### config.mk
export PLATFORM = sky130hd
export DESIGN_NAME = tspm_cell
export DESIGN_NICKNAME = d
export VERILOG_FILES = /design/src/rtl/tspm_pkg.sv /design/src/rtl/tspm_cell.sv
export SDC_FILE = /design/constraint.sdc
export NUM_CORES = 1
export LEC_CHECK = 0
export ABC_AREA = 1
export BUFFER_PORTS_ARGS = -buffer_cell sky130_fd_sc_hd__buf_2
export CAP_MARGIN = 20
export CORE_MARGIN = 2
export CORE_UTILIZATION = 45
export DETAILED_ROUTE_END_ITERATION = 8
export MAX_ROUTING_LAYER = met4
export PLACE_DENSITY = 0.71
export SLEW_MARGIN = 10
export SYNTH_ARGS = -nofsm -noshare
export SYNTH_HDL_FRONTEND = slang
export SYNTH_SLANG_ARGS = --single-unit
### constraint.sdc
create_clock -name clock -period 5.35 [get_ports clock]
set_input_delay 1.3375 -clock clock [delete_from_list [all_inputs] [get_ports clock]]
set_output_delay 1.3375 -clock clock [all_outputs]
set_load 0.02 [all_outputs]
### src/rtl/tspm_pkg.sv
// ----------------------------------------------------------------------------
// tspm_pkg
// Shared types and constants of the tile slot pool manager.
// ----------------------------------------------------------------------------
package tspm_pkg;

   localparam int SLOTS_DEF   = 16;
   localparam int TILE_H_DEF  = 128;

   localparam int SLOT_IDX_W  = 6;    // covers up to 64 slots
   localparam int CNT_W       = 7;    // holds a slot count up to 64
   localparam int ACTIVE_W    = 5;
   localparam int BASE_W      = 24;
   localparam int RANGE_W     = 25;
   localparam int SEL_W       = 4;
   localparam int SLOT_OUT_W  = 4;
   localparam int CMD_W       = 3;
   localparam int STATUS_W    = 3;
   localparam int REQ_DATA_W  = 112;
   localparam int RSP_DATA_W  = 32;

   localparam logic [ACTIVE_W-1:0] ACTIVE_RST = 5'd16;

   typedef enum logic [CMD_W-1:0] {
      CMD_ACQUIRE     = 3'd0,
      CMD_FIND        = 3'd1,
      CMD_INV_ALL     = 3'd2,
      CMD_INV_RANGE   = 3'd3,
      CMD_EVICT_OUT   = 3'd4,
      CMD_EVICT_SLOT  = 3'd5,
      CMD_MARK_CLEAN  = 3'd6,
      CMD_CLEAR       = 3'd7
   } cmd_type;

   typedef enum logic [STATUS_W-1:0] {
      STS_HIT   = 3'd0,
      STS_FREE  = 3'd1,
      STS_EVICT = 3'd2,
      STS_NONE  = 3'd3,
      STS_DONE  = 3'd4
   } status_type;

   typedef enum logic [1:0] {
      FSM_IDLE,
      FSM_SCAN,
      FSM_EXEC
   } fsm_type;

   // running search result handed from cell to cell
   typedef struct packed {
      logic                   hit_found;
      logic [SLOT_IDX_W-1:0]  hit_idx;
      logic                   hit_dirty;
      logic                   free_found;
      logic [SLOT_IDX_W-1:0]  free_idx;
      logic                   best_found;
      logic [SLOT_IDX_W-1:0]  best_idx;
      logic [BASE_W-1:0]      best_dist;
      logic [BASE_W-1:0]      best_base;
   } scan_type;

   // request and commit controls broadcast to every cell
   typedef struct packed {
      logic                   commit;
      cmd_type                cmd;
      logic [BASE_W-1:0]      base;
      logic [RANGE_W-1:0]     top;
      logic [RANGE_W-1:0]     bot;
      logic [BASE_W-1:0]      scroll;
      logic [SEL_W-1:0]       sel;
      logic [CNT_W-1:0]       count;
      logic                   acq_we;
      logic [SLOT_IDX_W-1:0]  acq_idx;
   } ctl_type;

endpackage

### src/rtl/tspm_cell.sv
// ----------------------------------------------------------------------------
// tspm_cell
// One pool slot: valid, base and dirty state, one search step per token,
// and the local update on commit.
// ----------------------------------------------------------------------------
module tspm_cell #(
   parameter int IDX    = 0,
   parameter int TILE_H = tspm_pkg::TILE_H_DEF
) (
   input  logic               clock,
   input  logic               reset,
   input  tspm_pkg::ctl_type  ctl,
   input  logic               token_in,
   input  tspm_pkg::scan_type scan_in,
   output logic               token_out,
   output tspm_pkg::scan_type scan_out
);

   localparam int XW = tspm_pkg::RANGE_W + 2;

   logic                          valid_ff, valid_in;
   logic                          dirty_ff, dirty_in;
   logic [tspm_pkg::BASE_W-1:0]   base_ff,  base_in;
   logic                          token_ff;
   tspm_pkg::scan_type            scan_ff,  scan_in_next;

   logic                          active;
   logic                          match;
   logic                          mine;
   logic [tspm_pkg::BASE_W:0]     diff;
   logic [tspm_pkg::BASE_W-1:0]   distance;
   logic signed [XW-1:0]          base_x, end_x, top_x, bot_x;
   logic                          overlap, outside;

   assign active  = tspm_pkg::CNT_W'(IDX) < ctl.count;
   assign match   = active && valid_ff && (base_ff == ctl.base);
   assign mine    = active && ({{(tspm_pkg::SLOT_IDX_W-tspm_pkg::SEL_W){1'b0}}, ctl.sel}
                    == tspm_pkg::SLOT_IDX_W'(IDX));

   assign diff     = {1'b0, base_ff} - {1'b0, ctl.scroll};
   assign distance = diff[tspm_pkg::BASE_W] ? (~diff[tspm_pkg::BASE_W-1:0] + 1'b1)
                                            : diff[tspm_pkg::BASE_W-1:0];

   assign base_x  = $signed({3'b000, base_ff});
   assign end_x   = base_x + $signed(XW'(TILE_H));
   assign top_x   = $signed({{2{ctl.top[tspm_pkg::RANGE_W-1]}}, ctl.top});
   assign bot_x   = $signed({{2{ctl.bot[tspm_pkg::RANGE_W-1]}}, ctl.bot});
   assign overlap = (end_x > top_x) && (base_x < bot_x);
   assign outside = (end_x <= top_x) || (base_x >= bot_x);

   always_comb begin
      scan_in_next = scan_in;
      if (active) begin
         if (match && !scan_in.hit_found) begin
            scan_in_next.hit_found = 1'b1;
            scan_in_next.hit_idx   = tspm_pkg::SLOT_IDX_W'(IDX);
            scan_in_next.hit_dirty = dirty_ff;
         end
         if (!valid_ff && !scan_in.free_found) begin
            scan_in_next.free_found = 1'b1;
            scan_in_next.free_idx   = tspm_pkg::SLOT_IDX_W'(IDX);
         end
         if (!scan_in.best_found || (distance > scan_in.best_dist)) begin
            scan_in_next.best_found = 1'b1;
            scan_in_next.best_idx   = tspm_pkg::SLOT_IDX_W'(IDX);
            scan_in_next.best_dist  = distance;
            scan_in_next.best_base  = base_ff;
         end
      end
   end

   always_comb begin
      valid_in = valid_ff;
      dirty_in = dirty_ff;
      base_in  = base_ff;
      if (ctl.commit) begin
         case (ctl.cmd)
            tspm_pkg::CMD_ACQUIRE: begin
               if (ctl.acq_we && (ctl.acq_idx == tspm_pkg::SLOT_IDX_W'(IDX))) begin
                  valid_in = 1'b1;
                  dirty_in = 1'b1;
                  base_in  = ctl.base;
               end
            end
            tspm_pkg::CMD_INV_ALL: begin
               if (active) dirty_in = 1'b1;
            end
            tspm_pkg::CMD_INV_RANGE: begin
               if (active && valid_ff && overlap) dirty_in = 1'b1;
            end
            tspm_pkg::CMD_EVICT_OUT: begin
               if (active && valid_ff && outside) begin
                  valid_in = 1'b0;
                  dirty_in = 1'b0;
               end
            end
            tspm_pkg::CMD_EVICT_SLOT: begin
               if (mine) begin
                  valid_in = 1'b0;
                  dirty_in = 1'b0;
               end
            end
            tspm_pkg::CMD_MARK_CLEAN: begin
               if (mine) dirty_in = 1'b0;
            end
            tspm_pkg::CMD_CLEAR: begin
               valid_in = 1'b0;
               dirty_in = 1'b0;
            end
            default: begin
               valid_in = valid_ff;
            end
         endcase
      end
   end

   always_ff @(posedge clock) begin
      if (reset) begin
         valid_ff <= 1'b0;
         dirty_ff <= 1'b0;
         token_ff <= 1'b0;
      end else begin
         valid_ff <= valid_in;
         dirty_ff <= dirty_in;
         token_ff <= token_in;
      end
   end

   always_ff @(posedge clock) begin
      base_ff <= base_in;
      if (token_in) scan_ff <= scan_in_next;
   end

   assign token_out = token_ff;
   assign scan_out  = scan_ff;

endmodule

==> results by group, run 1 <==
Run status
  – Status: finished, final reports clean

Setup path
  – Critical Path AT: slightly above 5000 ps
  – Top cell by count, worst path: nand2_1
  – Crit path largest cell delay: between 400 and 500 ps
  – CP Max Fanout: 25
  – R2R setup slack: 850 ps
  – FF-to-FF path depth: 29
  – Max stage delay cell, worst path: fa_1
  – Crit path max-delay family: simple AND/OR/NAND/NOR gates
  – CP required: around 5500 ps
  – CP Buf/Inv Count: 9
  – CP Capture Type: register
  – Worst R2R End: scan_out[2]$_DFFE_PP_
  – Setup crit start kind: input port
  – Kind of critical path: in2reg
  – FF-to-FF Start: base_ff[0]$_DFFE_PP_

Synth
  – Yosys Warn Count: 0
  – Post-Synth Adder-Cell Area: between 10% and 20%
  – Synth Cell Area: roughly 9000 sq um
  – Post-Syn Instances: 1277
  – Synth area leaders: edfxtp_1 31%, nand2_1 15%, ha_1 14%
  – Synth top area share: 31.22%
  – Register area share after synthesis: about a third
  – Compound-cell area share of the yosys netlist: 7.459%
  – Simple-Gate Fraction of Synth Area: roughly 30%
  – Synthesized net count: between 1500 and 2000
  – Distinct cells, synth: 40
  – Main combinational cell family by area after synthesis: simple AND/OR/NAND/NOR gates
  – Synth Area per Inst: between 7 and 8 sq um
  – Yosys reg bits: between 90 and 100
  – Mux contribution to synthesized area: 0%
  – Area leader, netlist: edfxtp_1
  – Synth Area in XOR/XNOR: under 10%

Die
  – Num rows: 51
  – Starting Density: ~46%
  – Die area: 21240 sq um
  – Core area: roughly 20000 sq um
  – Die X-Extent: about 150 microns
  – Io pins: roughly 260
  – Die height: roughly 150 microns

Cells and area
  – FILL cells: just under 2000
  – Final std cells w/o fill: around 1900
  – Layout cells sized above 1: 24.40%
  – Area Overhead vs Synth: 25.80%
  – Design area: 11370 sq um
  – Reg area: around 2900 sq um
  – Multi-input logic area: just over 5000 sq um
  – Commonest non-fill, non-tap cell in the layout: nand2_1
  – Commonest non-fill, non-tap cells in the layout: 356 x nand2_1, 262 x buf_2, 252 x inv_1, 103 x nor2_1, 98 x ha_1
  – Diode count: 0
  – # nets final: around 1900

Place
  – RePlAce Congestion: around 0.96
  – Placed insts: between 1500 and 2000
  – IO buf count: approximately 260
  – Hpwl dp: 21350 microns
  – Placement Cell Area: ~11000 sq um
  – Place WS: -119.3 ps

Global routing
  – First-pass GRT wire length: ~41000 microns
  – Largest net degree at the start of global routing: roughly 70
  – GRT overflow: 0
  – Antenna violations before repair: 0
  – Number of global-route vias before repair: roughly 8600
  – Overall Global Routing Usage: approximately a quarter

Power and ir drop
  – Pwr Total: about 2.3 mW
  – Peak VDD IR: 0.1651 mV
  – Leak: 6.252 nW
  – Pwr Density: approximately 200 nW/um^2

Routing
  – Total iterations of the first detailed-routing run: 5
  – DRT iter0 DRCs: 486
  – Routed WL per cell: ~14 microns
  – Remaining DRCs: 0
  – Final ANT Viol Nets: 0
  – Drt total wl: 25600 microns
  – Vias: 8927
  – Via density: between 4 and 5

Clock network
  – TritonCTS clock tree: done
  – Reg clk slew, reported paths: 70 ps
  – # clock sinks: between 90 and 100
  – Num CTS Buffers: 9
  – Clock insertion delay at the later pin of the skew report: around 360 ps
  – Max clock buf depth: 2
  – Clock root cell: clkbuf_16
  – H-tree depth: 3

Min path
  – Min-Delay Path Class: reg2reg
  – Origin of the worst min-delay path: dirty_ff$_SDFFE_PP0P_
  – Hold path depth: 2
  – WHS Endpoint: dirty_ff$_SDFFE_PP0P_

Timing
  – Final period util: approximately 93%
  – Fin Setup TNS: 0 ps
  – Maximum clock frequency: ~200 MHz
  – Clock Skews: approximately 12 ps
  – # setup viols final: 0
  – Worst setup margin: 355.9 ps
  – Slew Limit Fails: 0
  – Final critical-path required period: between 4000 and 5000 ps
  – Final hold vios: 0
  – Slew headroom: 37.39%
  – Slew @ Worst Pin: approximately 940 ps

Job
  – Number of max-cap violations: 0
worst max path at each step:
stage | startpoint | to | slack [ps] | cells past startpoint
2_1_floorplan | ctl[18] | scan_out[37]$_DFFE_PP_ | 320 | 29
3_3_place_gp | ctl[18] | scan_out[10]$_DFFE_PP_ | 3 | 32
3_5_place_dp | ctl[18] | scan_out[23]$_DFFE_PP_ | -120 | 29
4_1_cts | ctl[18] | scan_out[12]$_DFFE_PP_ | 250 | 32
5_1_grt | ctl[26] | scan_out[3]$_DFFE_PP_ | -30 | 28
6_report | ctl[18] | scan_out[2]$_DFFE_PP_ | 360 | 30
metrics by stage:
stage               hold slack, ps  utilization (%)
global route                 557.4            58.06
detailed placement           509.6            56.44
floorplan                    455.6                -
CTS                          520.4            57.87
global placement             498.8            56.44
finish                       513.9            58.06
registers in the layout (all words and copies together) (netlist names):
register / cells
token_out: 1
base_ff: 24
dirty_ff: 1
valid_ff: 1
scan_out: 70
layout make-up:
cell class                      count  share of cell area, %
Clock inverter                      6                 0.4510
Timing Repair Buffer              313                  15.45
Multi-Input combinational cell    897                  45.02
Tap cell                          265                  2.915
Inverter                          267                  8.812
Sequential cell                    97                  25.35
Clock buffer                       10                  2.013
timing repair:
action,CTS,global route
resized for setup,0,5
hold endpoints to repair,0,0
setup buffers,0,2
hold buffers,0,0
setup endpoints to repair,0,54
synth_stat cells:
cell type / number
ha_1: 98
or2_2: 3
o21bai_1: 5
nand2_1: 356
nor2_4: 5
o221ai_1: 1
a21o_1: 2
nor2_1: 104
a21oi_2: 2
or3_1: 1
o21ai_2: 1
nand4_2: 1
nor3_2: 3
clkbuf_1: 8
a21oi_1: 51
nand4_1: 33
nand3b_1: 6
nor3_1: 19
o21ai_0: 37
o21ai_1: 10
o21a_1: 5
edfxtp_1: 94
a211oi_1: 1
nor2_2: 5
buf_2: 8
nor4_1: 4
xnor2_1: 14
nand3_2: 3
a31oi_1: 1
o22ai_1: 1
nand2_2: 17
a21boi_0: 2
a2111oi_0: 1
xor2_1: 38
inv_1: 252
fa_1: 1
inv_2: 15
dfxtp_1: 3
nand3_1: 64
o211ai_1: 2
layer usage:
metal	wire [microns]	GRT usage, %	share of wire, %
met1	11640	31.23	45
met2	12170	42.31	48
met3	1308	3.009	5.1
met4	488	7.598	1.9
met5	0	-	0
worst min-delay path: stages (launching register included):
cell     delay, ps
dfxtp_1        330
nor2_1         100
nor2_1          50
cells by family after synthesis:
logic type / after synthesis
buffers and inverters: 283
AND/OR/NAND/NOR: 624
XOR/XNOR: 52
flip-flops: 97
adder cells (fa/ha/maj): 99
AO/OA/AOI/OAI: 122
report_power, final:
group | switching, mW | internal, mW
clock network | 0.312 | 0.323
registers | 0.0132 | 0.907
logic | 0.429 | 0.282
total | 0.754 | 1.51
No activity file was read; power rests on OpenSTA's default activity.
==> run 2: changes to the inputs <==
--- a/config.mk
+++ b/config.mk
@@ -13,6 +13,7 @@
 export DETAILED_ROUTE_END_ITERATION = 8
 export MAX_ROUTING_LAYER = met4
 export PLACE_DENSITY = 0.71
+export REMOVE_ABC_BUFFERS = 1
 export SLEW_MARGIN = 10
 export SYNTH_ARGS = -nofsm -noshare
 export SYNTH_HDL_FRONTEND = slang
==> results by group, run 2 (synthesis results as in run 1) <==
Routing
  – Total iterations of the first detailed-routing run: 5
  – Via density: 4.818
  – DRT iter0 DRCs: 530
  – Drt total wl: around 26000 microns
  – Routed WL per cell: between 10 and 15 microns
  – Vias: 9004
  – Remaining DRCs: 0
  – Final ANT Viol Nets: 0

Setup path
  – Max stage delay cell, worst path: fa_2
  – Setup crit start kind: input port
  – R2R setup slack: about 700 ps
  – Worst R2R End: scan_out[31]$_DFFE_PP_
  – Setup crit start: ctl[18]
  – CP Buf/Inv Count: 8
  – Crit path max-delay family: simple AND/OR/NAND/NOR gates
  – CP Max Fanout: 11
  – Crit path largest cell delay: about 430 ps
  – CP required: 5480 ps
  – Kind of critical path: in2reg
  – Critical Path AT: 5220 ps
  – CP Capture Type: register
  – FF-to-FF Start: base_ff[0]$_DFFE_PP_
  – FF-to-FF path depth: 29
  – Worst path depth: 32

Clock network
  – Num CTS Buffers: 9
  – H-tree depth: 3
  – TritonCTS clock tree: done
  – Clock root cell: clkbuf_16
  – Clock insertion delay at the later pin of the skew report: about 370 ps
  – Max clock buf depth: 2
  – # clock sinks: between 90 and 100
  – Reg clk slew, reported paths: roughly 80 ps

Die
  – Die height: ~150 microns
  – Io pins: about 260
  – Num rows: approximately 50
  – Die X-Extent: 145.7 microns
  – Starting Density: between 40% and 50%
  – Die area: between 20000 and 25000 sq um
  – Core area: between 15000 and 20000 sq um

Global routing
  – GRT overflow: 0
  – Overall Global Routing Usage: 24.65%
  – First-pass GRT wire length: 41170 microns
  – Number of global-route vias before repair: just under 9000
  – Antenna violations before repair: 4
  – Largest net degree at the start of global routing: between 70 and 80

Timing
  – Maximum clock frequency: around 200 MHz
  – Fin Setup TNS: 0 ps
  – # setup viols final: 0
  – Final period util: ~95%
  – Final hold vios: 0
  – Clock Skews: roughly 13 ps
  – Slew headroom: between 30% and 40%
  – Final critical-path required period: roughly 5100 ps
  – Final hold slack: between 500 and 600 ps
  – Slew Limit Fails: 0
  – Slew @ Worst Pin: between 900 and 1000 ps

Min path
  – Hold path depth: 2
  – Min-Delay Path Class: reg2reg
  – WHS Endpoint: dirty_ff$_SDFFE_PP0P_
  – Origin of the worst min-delay path: dirty_ff$_SDFFE_PP0P_

Power and ir drop
  – Peak VDD IR: approximately 0.15 mV
  – Leak: ~6.3 nW
  – Pwr Density: between 150 and 200 nW/um^2

Cells and area
  – # nets final: between 1500 and 2000
  – FILL cells: approximately 1900
  – Layout cells sized above 1: a little over a quarter
  – Final std cells w/o fill: 1869
  – Core Util, Final: about three fifths
  – Commonest non-fill, non-tap cells in the layout: 354 x nand2_1, 262 x buf_2, 249 x inv_1, 99 x nor2_1, 94 x edfxtp_1
  – Area Overhead vs Synth: 28.19%
  – Largest register FFs: 70
  – Commonest non-fill, non-tap cell in the layout: nand2_1

Place
  – IO buf count: roughly 260
  – RePlAce Congestion: 0.9178
  – Hpwl dp: ~21000 microns
  – Placed insts: around 1800

Job
  – Number of max-cap violations: 0

Run status
  – Status: finished, final reports clean
-- run 2: worst max path at each step --
stage                        endpoint  slack, ps
2_1_floorplan   scan_out[0]$_DFFE_PP_      -2270
3_3_place_gp   scan_out[51]$_DFFE_PP_         -3
3_5_place_dp   scan_out[53]$_DFFE_PP_       -180
4_1_cts        scan_out[53]$_DFFE_PP_        210
5_1_grt        scan_out[27]$_DFFE_PP_        -60
6_report       scan_out[53]$_DFFE_PP_        250
-- run 2: per-layer routing --
metal	vias to the layer above	part of all wire [%]	global-route usage, %
met3	34	6.3	4.890
met4	0	2.7	8.039
met2	280	48	40.24
met1	3976	43	30.72
met5	-	0	-
li1	4714	-	-
-- run 2: timing repair --
| action | CTS | global route |
|---|---|---|
| resized for setup | 0 | 37 |
| setup endpoints to repair | 0 | 54 |
| hold buffers | 0 | 0 |
| setup buffers | 0 | 6 |
-- run 2: through the flow --
| step | power, mW | worst slack, ps | cell area, sq um |
|---|---|---|---|
| after floorplan | 1.357 | -2273 | 8971 |
| after global placement | 1.625 | -2.673 | 11060 |
| after detailed placement | 1.640 | -183.4 | 11060 |
| after CTS | 2.282 | 211.6 | 11350 |
| after global routing | 2.457 | -55.26 | 11590 |
| final | 2.315 | 254.8 | 11590 |
-- run 2: final cells by class --
cell class                      count  area, sq um  share of cell area (%)
Tap cell                          265        331.6                   2.861
Timing Repair Buffer              323         1849                   15.96
Sequential cell                    97         2883                   24.87
Inverter                          267         1005                   8.669
Antenna cell                        4        10.01                 0.08636
Multi-Input combinational cell    897         5228                   45.10
Clock buffer                        9        225.2                   1.943
Clock inverter                      7        58.81                  0.5074
-- run 2: power by group --
part	internal, mW	switching [mW]
combinational	0.305	0.445
sequential	0.907	0.0124
clock	0.324	0.322
total	1.54	0.779
-- run 2: worst register-to-register path: cells and delay by family, from the launching register on --
family | cells | cell delay [ps]
buffers and inverters | 10 | 1290
and+or+nand+nor | 10 | 990
adders and majority gates | 3 | 860
AOI/OAI and AO/OA | 5 | 640
DFF | 1 | 400
xor gates and xnor gates | 1 | 210
==> run 3: changes to the inputs <==
--- a/config.mk
+++ b/config.mk
@@ -8,6 +8,7 @@
 export ABC_AREA = 1
 export BUFFER_PORTS_ARGS = -buffer_cell sky130_fd_sc_hd__buf_2
 export CAP_MARGIN = 20
+export CORE_ASPECT_RATIO = 0.6
 export CORE_MARGIN = 2
 export CORE_UTILIZATION = 45
 export DETAILED_ROUTE_END_ITERATION = 8
==> results by group, run 3 (synthesis results as in run 1) <==
Cells and area
  – Area Overhead vs Synth: 30.14%
  – Commonest non-fill, non-tap cells in the layout: 341 x nand2_1, 261 x buf_2, 249 x inv_1, 95 x nor2_1, 94 x edfxtp_1
  – Commonest non-fill, non-tap cell in the layout: nand2_1
  – Layout cells sized above 1: approximately 28%
  – # nets final: approximately 1900
  – Core Util, Final: between 50% and 60%
  – Largest register FFs: 70

Timing
  – Final hold vios: 0
  – Slew @ Worst Pin: 961.6 ps
  – Worst setup margin: about 250 ps
  – # setup viols final: 0
  – Slew headroom: between 30% and 40%
  – Slew Limit Fails: 0
  – Clock Skews: between 9 and 10 ps
  – Final period util: between 90% and 100%
  – Final critical-path required period: a little over 5000 ps
  – Fin Setup TNS: 0 ps
  – Maximum clock frequency: roughly 200 MHz

Die
  – Die area: ~21000 sq um
  – Io pins: approximately 260
  – Die X-Extent: about 190 microns
  – Starting Density: around 46%
  – Die height: between 100 and 150 microns
  – Num rows: 40
  – Core area: about 20000 sq um

Global routing
  – Largest net degree at the start of global routing: 72
  – Number of global-route vias before repair: ~8300
  – Antenna violations before repair: 4
  – GRT overflow: 0
  – Overall Global Routing Usage: between 20% and 30%
  – First-pass GRT wire length: between 40000 and 50000 microns

Job
  – Number of max-cap violations: 0

Routing
  – Drt total wl: 27330 microns
  – Via density: ~5
  – Routed WL per cell: ~15 microns
  – Total iterations of the first detailed-routing run: 5
  – Remaining DRCs: 0
  – Final ANT Viol Nets: 0
  – DRT iter0 DRCs: ~610
  – Vias: slightly above 9000

Setup path
  – Critical Path AT: around 5200 ps
  – FF-to-FF path depth: 28
  – Setup crit start kind: input port
  – CP Capture Type: register
  – CP required: roughly 5500 ps
  – CP Max Fanout: 7
  – Kind of critical path: in2reg

Power and ir drop
  – Peak VDD IR: 0.1416 mV
  – Pwr Total: approximately 2.3 mW
  – Leak: 6.344 nW
  – Pwr Density: between 150 and 200 nW/um^2

Place
  – RePlAce Congestion: about 0.9
  – Hpwl dp: between 20000 and 25000 microns
  – IO buf count: approximately 260
  – Place WS: -275.9 ps

Clock network
  – Num CTS Buffers: 9
  – Clock root cell: clkbuf_16
  – Reg clk slew, reported paths: about 70 ps
  – Max clock buf depth: 2
  – TritonCTS clock tree: done
  – # clock sinks: slightly below 100
  – H-tree depth: 3
  – Cts hold-fix bufs: 0
  – Clock insertion delay at the later pin of the skew report: 370 ps

Run status
  – Status: finished, final reports clean

Min path
  – Min-Delay Path Class: reg2reg
  – Hold path depth: 2
==> run 3: path summary, 6_finish.rpt <==
path | from | endpoint | slack, ps
worst max-delay path | ctl[18] | scan_out[15]$_DFFE_PP_ | 250
worst min-delay path | dirty_ff$_SDFFE_PP0P_ | dirty_ff$_SDFFE_PP0P_ | 500
worst max register to register | base_ff[0]$_DFFE_PP_ | scan_out[15]$_DFFE_PP_ | 650
worst min register to register | dirty_ff$_SDFFE_PP0P_ | dirty_ff$_SDFFE_PP0P_ | 500
==> run 3: critical path, cell delays in order <==
cell	delay [ps]
buf_4	100
ha_4	140
inv_4	40
fa_2	410
nand3_2	120
nand3_4	110
nand2_2	100
nand2_2	50
nand3b_1	200
nor2_4	190
inv_2	80
nor2_4	120
nand3_2	80
o21ai_2	140
xor2_1	210
inv_1	70
ha_1	280
nand4_1	140
nor3_2	240
buf_4	160
nand3_2	70
nand3_2	110
a21boi_2	70
nor2_4	150
clkinv_4	170
clkbuf_16	210
nand2_1	50
o21ai_0	70
==> run 3: layout make-up <==
type                    instances  area (sq um)
well taps                     273         341.6
diodes                          5         12.51
flip-flops and latches         97          2883
fillers                      1927          8103
clock buffers                  10         229.0
multi-input cells             897          5324
inverters                     267          1010
repair buffers                327          1914
clock inverters                 6         52.55
==> run 3: metal layers <==
metal / GRT usage (%) / part of all wire, %
met3: 6.862 / 9.0
met1: 36.29 / 49
met4: 4.444 / 0.59
met5: - / 0
met2: 38.24 / 41
==> run 3: stage by stage <==
stage               hold WS (ps)  instance area (sq um)  std cells
floorplan                  455.6                   8971       1261
global placement           485.2                  11060       1848
detailed placement         487.3                  11060       1848
CTS                        497.7                  11350       1864
global route               533.1                  11760       1881
finish                     496.7                  11770       1882
==> run 3: report_power, final <==
group	switching, mW	internal (mW)
logic	0.464	0.310
clock network	0.313	0.322
registers	0.0142	0.907
total	0.792	1.54
==> run 3: what timing repair did <==
item / CTS / global route
hold endpoints to repair: 0 / 0
endpoints found under the setup margin: 0 / 54
gates resized for setup: 0 / 78
buffers inserted: 0 / 10
